### config.mk
export PLATFORM = sky130hd
export DESIGN_NAME = http_chunked_body_decoder_flat
export DESIGN_NICKNAME = d
export VERILOG_FILES = /design/src/hw/rtl/hcbd_pkg.sv /design/src/hw/rtl/hcbd_in_if.sv /design/src/hw/rtl/hcbd_out_if.sv /design/src/hw/rtl/http_chunked_body_decoder.sv /design/src/hw/rtl/hcbd_step.sv /design/src/flat_wrapper.sv
export SDC_FILE = /design/constraint.sdc
export NUM_CORES = 1
export LEC_CHECK = 0
export ABC_CLOCK_PERIOD_IN_PS = 8900
export BUFFER_PORTS_ARGS = -buffer_cell sky130_fd_sc_hd__buf_4
export CORE_MARGIN = 10
export CORE_UTILIZATION = 40
export DETAILED_ROUTE_END_ITERATION = 10
export GPL_TIMING_DRIVEN = 0
export PLACE_DENSITY = 0.59
export SLEW_MARGIN = 20
export SYNTH_ARGS = -nofsm -noshare
export SYNTH_HDL_FRONTEND = slang
export SYNTH_HIERARCHICAL = 1
export SYNTH_SLANG_ARGS = --single-unit
### constraint.sdc
create_clock -name clk_i -period 8.9 [get_ports clk_i]
set_clock_uncertainty 0.15 [all_clocks]
set_input_delay 0.89 -clock clk_i [delete_from_list [all_inputs] [get_ports clk_i]]
set_output_delay 0.89 -clock clk_i [all_outputs]
set_load 0.01 [all_outputs]
### src/hw/rtl/hcbd_pkg.sv
package hcbd_pkg;

  // Default width of the chunk size accumulator and byte counter
  localparam int unsigned SizeBitsDefault = 32;

  // Framing characters
  localparam logic [7:0] ChCr = 8'h0D;
  localparam logic [7:0] ChLf = 8'h0A;

  // Result item kinds
  typedef enum logic [1:0] {
    KIND_PAYLOAD = 2'd0,
    KIND_DONE    = 2'd1,
    KIND_ERROR   = 2'd2
  } kind_e;

  // Decoder phase, one-hot
  typedef enum logic [7:0] {
    PH_SIZE    = 8'b0000_0001,
    PH_DATA    = 8'b0000_0010,
    PH_DATA_CR = 8'b0000_0100,
    PH_DATA_LF = 8'b0000_1000,
    PH_END_CR  = 8'b0001_0000,
    PH_END_LF  = 8'b0010_0000,
    PH_DONE    = 8'b0100_0000,
    PH_ERROR   = 8'b1000_0000
  } phase_e;

  // One result item plus its valid flag
  typedef struct packed {
    logic       valid;
    kind_e      kind;
    logic [7:0] payload;
    logic       chunk_end;
  } result_t;

  // Hex digit decode: {is_digit, value}
  function automatic logic [4:0] hex_value(input logic [7:0] c);
    logic [4:0] r;
    r = 5'd0;
    if (c >= 8'h30 && c <= 8'h39) begin
      r = {1'b1, 4'(c - 8'h30)};
    end else if (c >= 8'h61 && c <= 8'h66) begin
      r = {1'b1, 4'(c - 8'h57)};
    end else if (c >= 8'h41 && c <= 8'h46) begin
      r = {1'b1, 4'(c - 8'h37)};
    end
    return r;
  endfunction

  // Whitespace skipped ahead of the first size digit
  function automatic logic is_space(input logic [7:0] c);
    return (c == 8'h20) || (c == 8'h09) || (c == 8'h0A) || (c == 8'h0B) ||
           (c == 8'h0C) || (c == 8'h0D);
  endfunction

endpackage

### src/hw/rtl/hcbd_in_if.sv
interface hcbd_in_if;
  logic       valid;
  logic       ready;
  logic [7:0] data_byte;
  logic       first_byte;

  modport source (output valid, output data_byte, output first_byte, input ready);
  modport sink (input valid, input data_byte, input first_byte, output ready);
endinterface

### src/hw/rtl/hcbd_out_if.sv
interface hcbd_out_if;
  logic               valid;
  logic               ready;
  hcbd_pkg::kind_e    kind;
  logic [7:0]         payload;
  logic               chunk_end;

  modport source (output valid, output kind, output payload, output chunk_end, input ready);
  modport sink (input valid, input kind, input payload, input chunk_end, output ready);
endinterface

### src/hw/rtl/http_chunked_body_decoder.sv
// Chunked transfer body decoder. Feed the message body one byte per item,
// marking the first body byte with first_byte (which clears all decoder
// state). Payload bytes come out with chunk_end flagging the last byte of
// each chunk; the terminating zero-size chunk yields one done item, and a
// framing fault or a size that overflows SIZE_BITS yields one error item,
// after which the decoder stays silent until the next first byte. One byte
// is accepted every cycle while results are taken: a byte goes through an
// input register, then the combinational state update, into the result
// register, giving one byte per clock when the output does not stall.
module http_chunked_body_decoder #(
  parameter int unsigned SIZE_BITS = hcbd_pkg::SizeBitsDefault
) (
  input  logic   clk_i,
  input  logic   rst_ni,
  hcbd_in_if.sink    in_i,
  hcbd_out_if.source out_o
);
  import hcbd_pkg::*;

  // Input register
  logic       s1_valid_q;
  logic [7:0] s1_byte_q;
  logic       s1_first_q;
  logic       s1_adv;

  // Decoder state
  phase_e               phase_q, phase_d;
  logic [SIZE_BITS-1:0] acc_q, acc_d;
  logic [SIZE_BITS-1:0] rem_q, rem_d;
  logic                 saw_digit_q, saw_digit_d;
  logic                 digits_closed_q, digits_closed_d;
  logic                 saw_cr_q, saw_cr_d;
  result_t              res;

  // Result register
  logic       out_valid_q;
  kind_e      out_kind_q;
  logic [7:0] out_payload_q;
  logic       out_chunk_end_q;

  assign s1_adv     = s1_valid_q && (!out_valid_q || out_o.ready);
  assign in_i.ready = !s1_valid_q || s1_adv;

  always_ff @(posedge clk_i or negedge rst_ni) begin
    if (!rst_ni) begin
      s1_valid_q <= 1'b0;
    end else if (in_i.ready) begin
      s1_valid_q <= in_i.valid;
    end
  end

  always_ff @(posedge clk_i) begin
    if (in_i.ready && in_i.valid) begin
      s1_byte_q  <= in_i.data_byte;
      s1_first_q <= in_i.first_byte;
    end
  end

  hcbd_step #(
    .SizeBits(SIZE_BITS)
  ) u_step (
    .data_byte_i    (s1_byte_q),
    .first_byte_i   (s1_first_q),
    .phase_i        (phase_q),
    .acc_i          (acc_q),
    .rem_i          (rem_q),
    .saw_digit_i    (saw_digit_q),
    .digits_closed_i(digits_closed_q),
    .saw_cr_i       (saw_cr_q),
    .phase_o        (phase_d),
    .acc_o          (acc_d),
    .rem_o          (rem_d),
    .saw_digit_o    (saw_digit_d),
    .digits_closed_o(digits_closed_d),
    .saw_cr_o       (saw_cr_d),
    .res_o          (res)
  );

  // State update when a byte leaves the input register
  always_ff @(posedge clk_i or negedge rst_ni) begin
    if (!rst_ni) begin
      phase_q         <= PH_SIZE;
      acc_q           <= '0;
      rem_q           <= '0;
      saw_digit_q     <= 1'b0;
      digits_closed_q <= 1'b0;
      saw_cr_q        <= 1'b0;
    end else if (s1_adv) begin
      phase_q         <= phase_d;
      acc_q           <= acc_d;
      rem_q           <= rem_d;
      saw_digit_q     <= saw_digit_d;
      digits_closed_q <= digits_closed_d;
      saw_cr_q        <= saw_cr_d;
    end
  end

  // Result register
  always_ff @(posedge clk_i or negedge rst_ni) begin
    if (!rst_ni) begin
      out_valid_q <= 1'b0;
    end else if (s1_adv) begin
      out_valid_q <= res.valid;
    end else if (out_o.ready) begin
      out_valid_q <= 1'b0;
    end
  end

  always_ff @(posedge clk_i) begin
    if (s1_adv && res.valid) begin
      out_kind_q      <= res.kind;
      out_payload_q   <= res.payload;
      out_chunk_end_q <= res.chunk_end;
    end
  end

  assign out_o.valid     = out_valid_q;
  assign out_o.kind      = out_kind_q;
  assign out_o.payload   = out_payload_q;
  assign out_o.chunk_end = out_chunk_end_q;

`ifndef NO_ASSERTIONS
  // chunk_end only ever accompanies a payload byte
  assert property (@(posedge clk_i) disable iff (!rst_ni)
    (out_valid_q && out_chunk_end_q) |-> (out_kind_q == KIND_PAYLOAD))
    else $error("chunk_end set on a non-payload item");

  // In the data phase there is always at least one byte left
  assert property (@(posedge clk_i) disable iff (!rst_ni)
    (phase_q == PH_DATA) |-> (rem_q != '0))
    else $error("data phase with zero bytes remaining");

  // Input stalls only while a byte is held in the input register
  assert property (@(posedge clk_i) disable iff (!rst_ni)
    !in_i.ready |-> s1_valid_q)
    else $error("input stalled with empty input register");

  // Terminal phases produce nothing unless restarted
  assert property (@(posedge clk_i) disable iff (!rst_ni)
    (s1_adv && !s1_first_q && (phase_q == PH_DONE || phase_q == PH_ERROR))
      |=> !out_valid_q)
    else $error("result produced from a terminal phase");
`endif

endmodule

### src/hw/rtl/hcbd_step.sv
module hcbd_step #(
  parameter int unsigned SizeBits = hcbd_pkg::SizeBitsDefault
) (
  input  logic [7:0]           data_byte_i,
  input  logic                 first_byte_i,
  input  hcbd_pkg::phase_e     phase_i,
  input  logic [SizeBits-1:0]  acc_i,
  input  logic [SizeBits-1:0]  rem_i,
  input  logic                 saw_digit_i,
  input  logic                 digits_closed_i,
  input  logic                 saw_cr_i,
  output hcbd_pkg::phase_e     phase_o,
  output logic [SizeBits-1:0]  acc_o,
  output logic [SizeBits-1:0]  rem_o,
  output logic                 saw_digit_o,
  output logic                 digits_closed_o,
  output logic                 saw_cr_o,
  output hcbd_pkg::result_t    res_o
);
  import hcbd_pkg::*;

  localparam logic [SizeBits-1:0] One = {{(SizeBits-1){1'b0}}, 1'b1};

  phase_e              ph;
  logic [SizeBits-1:0] acc;
  logic [SizeBits-1:0] rem;
  logic [SizeBits-1:0] rem_dec;
  logic                sd;
  logic                dc;
  logic                scr;
  logic [4:0]          hv;

  // A first byte starts from the cleared state
  always_comb begin
    ph  = first_byte_i ? PH_SIZE : phase_i;
    acc = first_byte_i ? '0 : acc_i;
    rem = first_byte_i ? '0 : rem_i;
    sd  = first_byte_i ? 1'b0 : saw_digit_i;
    dc  = first_byte_i ? 1'b0 : digits_closed_i;
    scr = first_byte_i ? 1'b0 : saw_cr_i;
  end

  assign hv      = hex_value(data_byte_i);
  assign rem_dec = rem - One;

  // Per-byte state update and result
  always_comb begin
    phase_o         = ph;
    acc_o           = acc;
    rem_o           = rem;
    saw_digit_o     = sd;
    digits_closed_o = dc;
    saw_cr_o        = scr;
    res_o           = '{valid: 1'b0, kind: KIND_PAYLOAD, payload: 8'd0, chunk_end: 1'b0};

    unique case (ph)
      PH_SIZE: begin
        if (scr && data_byte_i == ChLf) begin
          // CR LF closes the size line
          acc_o           = '0;
          saw_digit_o     = 1'b0;
          digits_closed_o = 1'b0;
          saw_cr_o        = 1'b0;
          if (!sd || acc == '0) begin
            phase_o = PH_END_CR;
          end else begin
            rem_o   = acc;
            phase_o = PH_DATA;
          end
        end else begin
          saw_cr_o = (data_byte_i == ChCr);
          if (!dc) begin
            if (hv[4]) begin
              if (acc[SizeBits-1 -: 4] != 4'd0) begin
                // digit would shift set bits out
                phase_o = PH_ERROR;
                res_o   = '{valid: 1'b1, kind: KIND_ERROR, payload: 8'd0, chunk_end: 1'b0};
              end else begin
                acc_o       = {acc[SizeBits-5:0], hv[3:0]};
                saw_digit_o = 1'b1;
              end
            end else if (sd || !is_space(data_byte_i)) begin
              digits_closed_o = 1'b1;
            end
          end
        end
      end

      PH_DATA: begin
        rem_o = rem_dec;
        res_o = '{valid: 1'b1, kind: KIND_PAYLOAD, payload: data_byte_i,
                  chunk_end: (rem_dec == '0)};
        if (rem_dec == '0) begin
          phase_o = PH_DATA_CR;
        end
      end

      PH_DATA_CR, PH_END_CR: begin
        if (data_byte_i != ChCr) begin
          phase_o = PH_ERROR;
          res_o   = '{valid: 1'b1, kind: KIND_ERROR, payload: 8'd0, chunk_end: 1'b0};
        end else begin
          phase_o = (ph == PH_DATA_CR) ? PH_DATA_LF : PH_END_LF;
        end
      end

      PH_DATA_LF: begin
        if (data_byte_i != ChLf) begin
          phase_o = PH_ERROR;
          res_o   = '{valid: 1'b1, kind: KIND_ERROR, payload: 8'd0, chunk_end: 1'b0};
        end else begin
          phase_o         = PH_SIZE;
          acc_o           = '0;
          saw_digit_o     = 1'b0;
          digits_closed_o = 1'b0;
          saw_cr_o        = 1'b0;
        end
      end

      PH_END_LF: begin
        if (data_byte_i != ChLf) begin
          phase_o = PH_ERROR;
          res_o   = '{valid: 1'b1, kind: KIND_ERROR, payload: 8'd0, chunk_end: 1'b0};
        end else begin
          phase_o = PH_DONE;
          res_o   = '{valid: 1'b1, kind: KIND_DONE, payload: 8'd0, chunk_end: 1'b0};
        end
      end

      PH_DONE, PH_ERROR: begin
        // terminal until the next first byte
      end

      default: begin
        phase_o = PH_ERROR;
      end
    endcase
  end

endmodule
### src/flat_wrapper.sv
// flat-port wrapper written by rule: the top's interface ports become plain ports
module http_chunked_body_decoder_flat import hcbd_pkg::*;
#(
  parameter int unsigned SIZE_BITS = hcbd_pkg::SizeBitsDefault
)
  (clk_i, rst_ni, in_i_valid, in_i_data_byte, in_i_first_byte, in_i_ready, out_o_valid, out_o_kind, out_o_payload, out_o_chunk_end, out_o_ready);
  hcbd_in_if in_i_i ();
  hcbd_out_if out_o_i ();
  input  logic clk_i;
  input  logic rst_ni;
  input wire logic [$bits(in_i_i.valid)-1:0] in_i_valid;
  input wire logic [$bits(in_i_i.data_byte)-1:0] in_i_data_byte;
  input wire logic [$bits(in_i_i.first_byte)-1:0] in_i_first_byte;
  output wire logic [$bits(in_i_i.ready)-1:0] in_i_ready;
  output wire logic [$bits(out_o_i.valid)-1:0] out_o_valid;
  output wire logic [$bits(out_o_i.kind)-1:0] out_o_kind;
  output wire logic [$bits(out_o_i.payload)-1:0] out_o_payload;
  output wire logic [$bits(out_o_i.chunk_end)-1:0] out_o_chunk_end;
  input wire logic [$bits(out_o_i.ready)-1:0] out_o_ready;
  assign in_i_i.valid = in_i_valid;
  assign in_i_i.data_byte = in_i_data_byte;
  assign in_i_i.first_byte = in_i_first_byte;
  assign in_i_ready = in_i_i.ready;
  assign out_o_valid = out_o_i.valid;
  assign out_o_kind = out_o_i.kind;
  assign out_o_payload = out_o_i.payload;
  assign out_o_chunk_end = out_o_i.chunk_end;
  assign out_o_i.ready = out_o_ready;
  http_chunked_body_decoder #(.SIZE_BITS(SIZE_BITS)) u_core (.clk_i(clk_i), .rst_ni(rst_ni), .in_i(in_i_i), .out_o(out_o_i));
endmodule
==> reports/qor.txt <==
===============================================================================
Overall Global Routing Usage                                              0.206
Max rail drop VDD                                                        137 µV
Mean number of vias per cell                                               6.43
Worst path required time                                                9.00 ns
Startpoint of the worst register-to-register path                  u_core/s1_first_q
Vias post-DR                                                               6563
Worst-Margin Slew                                                       1.12 ns
P&R area growth vs syn                                                    11.1%
Initial core utilization                                                  0.409
Number of flops mapped to enable cells by yosys                              20
WL/cell                                                                 24.4 µm
Highest clock frequency the design can meet                             187 MHz
Endpoint arrival time on the critical path                              5.45 ns
Share of post-route cells with drive strength above 1                     0.198
Setup repair after global routing missed its margin                       false
Violation count after the first detailed-routing iteration                  714
Max clock buf depth                                                           2
Ant. Diodes                                                                   0
Critical path buffers and inverters                                           5
Total CTS buffers                                                             9
HPWL after detailed placement                                          17900 µm
Post-CTS Resized                                                              0
Initial antenna violation count                                               0
Synthesis Warnings                                                            6
Remaining routing DRC violations                                              0
Number of placement rows                                                     48
Sequential cell area                                                   2530 µm²
Final weighted congestion of routability-driven global placement          0.969
Leakage                                                                 3.40 nW
Die width                                                                153 µm
Syn Area/Cell                                                          9.40 µm²
Critical path peak fanout                                                    10
Switching pwr                                                            376 µW
Final-report hold violation count                                             0
Critical Setup Path Class                                               reg2reg
Ordered list of cells on the worst path                            clkbuf_1, clkinv_1, clkbuf_1, nand2_1, ha_1, clkbuf_1, inv_1, o41ai_1, o311ai_0, nor4_1, nand4_1, and4bb_1, o22ai_1, mux2_4
Total iterations of the first detailed-routing run                            6
Total die area                                                        23500 µm²
Crit-path slowest cell                                             sky130_fd_sc_hd__clkbuf_1
Result of the run                                                  complete, no violations
Number of clock sinks                                                        97
Slowest cell delay on critical path                                     0.61 ns
CTS tree                                                                    yes
DRT Wirelength                                                         25000 µm
Commonest register cell after synthesis                            sky130_fd_sc_hd__dfrtp_1
Number of global-route vias before repair                                  6433
Number of antenna-violating nets in the routed design                         0
Maximum number of pins on one net before global-route repair                 78
Post-CTS Setup Repair Bufs                                                    0
# IOs                                                                        26
Clock network fraction of total power                                     0.354
Power share of the sequential group                                       0.438
Clock network latency to the later pin of the worst-skew pair           0.35 ns
Cell area power density                                              147 nW/µm²
Type of element launching the critical path                           flip-flop
Final slew viol count                                                         0
Final setup violating endpoints                                               0
Worst-case headroom to the max-slew limit                                 0.243
Library cells used by synthesis                                              77
Count of input and output buffers                                            25
Final global-route overflow total                                             0
Commonest non-fill, non-tap cells in the layout                    76 x sky130_fd_sc_hd__dfrtp_1, 72 x sky130_fd_sc_hd__nor2_1, 61 x sky130_fd_sc_hd__nand2_1
Cell area after placement                                              7580 µm²
Post-Syn Nets                                                               775
Final instance area                                                    7890 µm²
Launch instance of the worst min-delay path                        u_core/rem_q[3]
Tmin final                                                              5.35 ns
Footprint of the multi-input gates                                     4200 µm²
Fillers                                                                    1680
Most common library cell in the layout ignoring fill and taps      sky130_fd_sc_hd__dfrtp_1
CTS clock-pin slew for the worst setup and hold paths                   0.07 ns
Netlist area before placement                                          7100 µm²
Post-synthesis instance total                                               755
Source of the critical timing path                                 u_core/s1_first_q
H-Tree Depth                                                                  3
Std-Cell Core Area                                                    17400 µm²
Internal Dissipation                                                     787 µW
Number of hold-repair buffers added at the cts stage                          0
Clock Root Buffer                                                  sky130_fd_sc_hd__clkbuf_16
Period utilisation layout                                                 0.601
# nets final                                                                811
Max-Cap Viols                                                                 0
Worst path top cell family by delay                                buffers and inverters
Die height                                                               153 µm
Net Sw Frac                                                               0.323
Power share of the combinational group                                    0.208
Library cell appearing most often on the critical path             sky130_fd_sc_hd__clkbuf_1
Post-synth ARST share                                                     0.794
Hold Path Class                                                         reg2reg
First-pass GRT wire length                                             38500 µm
Crit. End Element                                                     flip-flop
Seq cells post-synth                                                         97
Summed negative setup slack over all endpoints                             0 ns
Proportion of synthesized chip area in sequential cells                   0.356
===============================================================================
==> state kept, by name (all words and copies together) (netlist names) <==
name and flops:
u_core/phase_q 8, u_core/s1_first_q 1, u_core/s1_valid_q 1, u_core/acc_q 32, u_core/rem_q 32, u_core/out_o.payload 8, u_core/digits_closed_q 1, u_core/out_o.kind 2
u_core/out_o.valid 1, u_core/saw_digit_q 1, u_core/saw_cr_q 1, u_core/out_o.chunk_end 1, u_core/s1_byte_q 8
==> path summary, 6_finish.rpt <==
path / endpoint / slack, ns / cells past startpoint
max: u_core/phase_q[1] / 3.55 / 14
max in group asynchronous: u_core/acc_q[13] / 7.65 / 1
max reg2reg: u_core/phase_q[1] / 3.55 / 14
min: u_core/rem_q[3] / 0.36 / 1
min reg2reg: u_core/rem_q[3] / 0.36 / 1
min in group asynchronous: u_core/phase_q[2] / 0.42 / 1
==> Yosys cell counts, types with 3 or more instances <==
cell                        n  area share
sky130_fd_sc_hd__dfrtp_1   76        0.27
sky130_fd_sc_hd__nor2_1    72       0.038
sky130_fd_sc_hd__nand2_1   61       0.032
sky130_fd_sc_hd__mux2_4    50        0.11
sky130_fd_sc_hd__o21ai_0   45       0.032
sky130_fd_sc_hd__a21oi_1   36       0.025
sky130_fd_sc_hd__a22oi_1   33       0.035
sky130_fd_sc_hd__clkbuf_1  31       0.016
sky130_fd_sc_hd__mux2_2    26       0.041
sky130_fd_sc_hd__nor4_1    23       0.020
sky130_fd_sc_hd__edfxtp_1  20       0.085
sky130_fd_sc_hd__buf_2     15       0.011
sky130_fd_sc_hd__nor3_1    15       0.011
sky130_fd_sc_hd__o22ai_1   15       0.013
sky130_fd_sc_hd__inv_1     14      0.0074
sky130_fd_sc_hd__nand3_1   14      0.0099
sky130_fd_sc_hd__nor2b_1   14       0.012
sky130_fd_sc_hd__a31oi_1   13       0.011
sky130_fd_sc_hd__and2_1    13       0.011
sky130_fd_sc_hd__mux2i_1   12       0.017
sky130_fd_sc_hd__nand4_1   11      0.0097
sky130_fd_sc_hd__o211ai_1   9      0.0095
sky130_fd_sc_hd__or3_1      8      0.0070
sky130_fd_sc_hd__xnor2_1    8      0.0099
sky130_fd_sc_hd__a21o_1     7      0.0074
sky130_fd_sc_hd__ha_1       7       0.012
sky130_fd_sc_hd__nand2b_1   6      0.0053
sky130_fd_sc_hd__o221ai_1   6      0.0074
sky130_fd_sc_hd__and3_1     5      0.0044
sky130_fd_sc_hd__buf_12     5       0.014
sky130_fd_sc_hd__or4_1      5      0.0053
sky130_fd_sc_hd__or2_2      4      0.0035
sky130_fd_sc_hd__a211o_1    3      0.0037
sky130_fd_sc_hd__a211oi_1   3      0.0032
sky130_fd_sc_hd__a32oi_1    3      0.0037
sky130_fd_sc_hd__nand3b_1   3      0.0032
sky130_fd_sc_hd__nor3b_1    3      0.0032
sky130_fd_sc_hd__nor4_2     3      0.0053
sky130_fd_sc_hd__nor4b_1    3      0.0037
sky130_fd_sc_hd__o31ai_1    3      0.0032
sky130_fd_sc_hd__xor2_1     3      0.0037
==> layout make-up <==
class,instances,area share
plain buffers,55,0.0408
inverters,15,0.00714
repair buffers,25,0.0243
flip-flops and latches,97,0.321
multi-input cells,588,0.533
clock inverters,6,0.00825
well taps,225,0.0357
clock buffers,10,0.0303
==> through the flow <==
| step | std cells | power, mW | hold slack, ns | utilization | setup WS (ns) |
|---|---|---|---|---|---|
| final | 1021 | 1.16 | 0.357 | 0.454 | 3.55 |
| after global routing | 1021 | 1.21 | 0.363 | 0.454 | 3.37 |
| after CTS | 1021 | 1.16 | 0.359 | 0.454 | 3.71 |
| after detailed placement | 1005 | 0.750 | 0.343 | 0.437 | 3.69 |
| after global placement | 1005 | 0.744 | 0.337 | 0.436 | 3.75 |
| after floorplan | 755 | 0.663 | 0.324 | - | 5.46 |
==> power by group through the flow <==
stage                     clock network [mW]  registers, mW  logic, mW
after global routing                   0.439          0.512      0.257
after detailed placement                   0          0.517      0.233
after floorplan                            0          0.503      0.160
final                                  0.411          0.510      0.242
after CTS                              0.420          0.508      0.234
after global placement                     0          0.517      0.228
==> metal layers <==
| layer | track usage | vias up | part of all wire |
|---|---|---|---|
| met2 | 0.319 | 330 | 0.45 |
| met3 | 0.0457 | 40 | 0.088 |
| li1 | - | 2909 | - |
| met5 | 0 | - | 0 |
| met1 | 0.278 | 3284 | 0.44 |
| met4 | 0.0636 | 0 | 0.025 |
==> cell families (layout without fill, tap and decap cells) <==
logic type	after synthesis	in the layout	synth area share
XOR/XNOR	11	11	0.0136
flip-flops	97	97	0.356
buffers and inverters	70	111	0.0532
AO/OA/AOI/OAI	204	204	0.194
multiplexers	88	88	0.164
AND/OR/NAND/NOR	278	278	0.207
adder cells (fa/ha/maj)	7	7	0.0123
(Power assumes the default switching activity.)
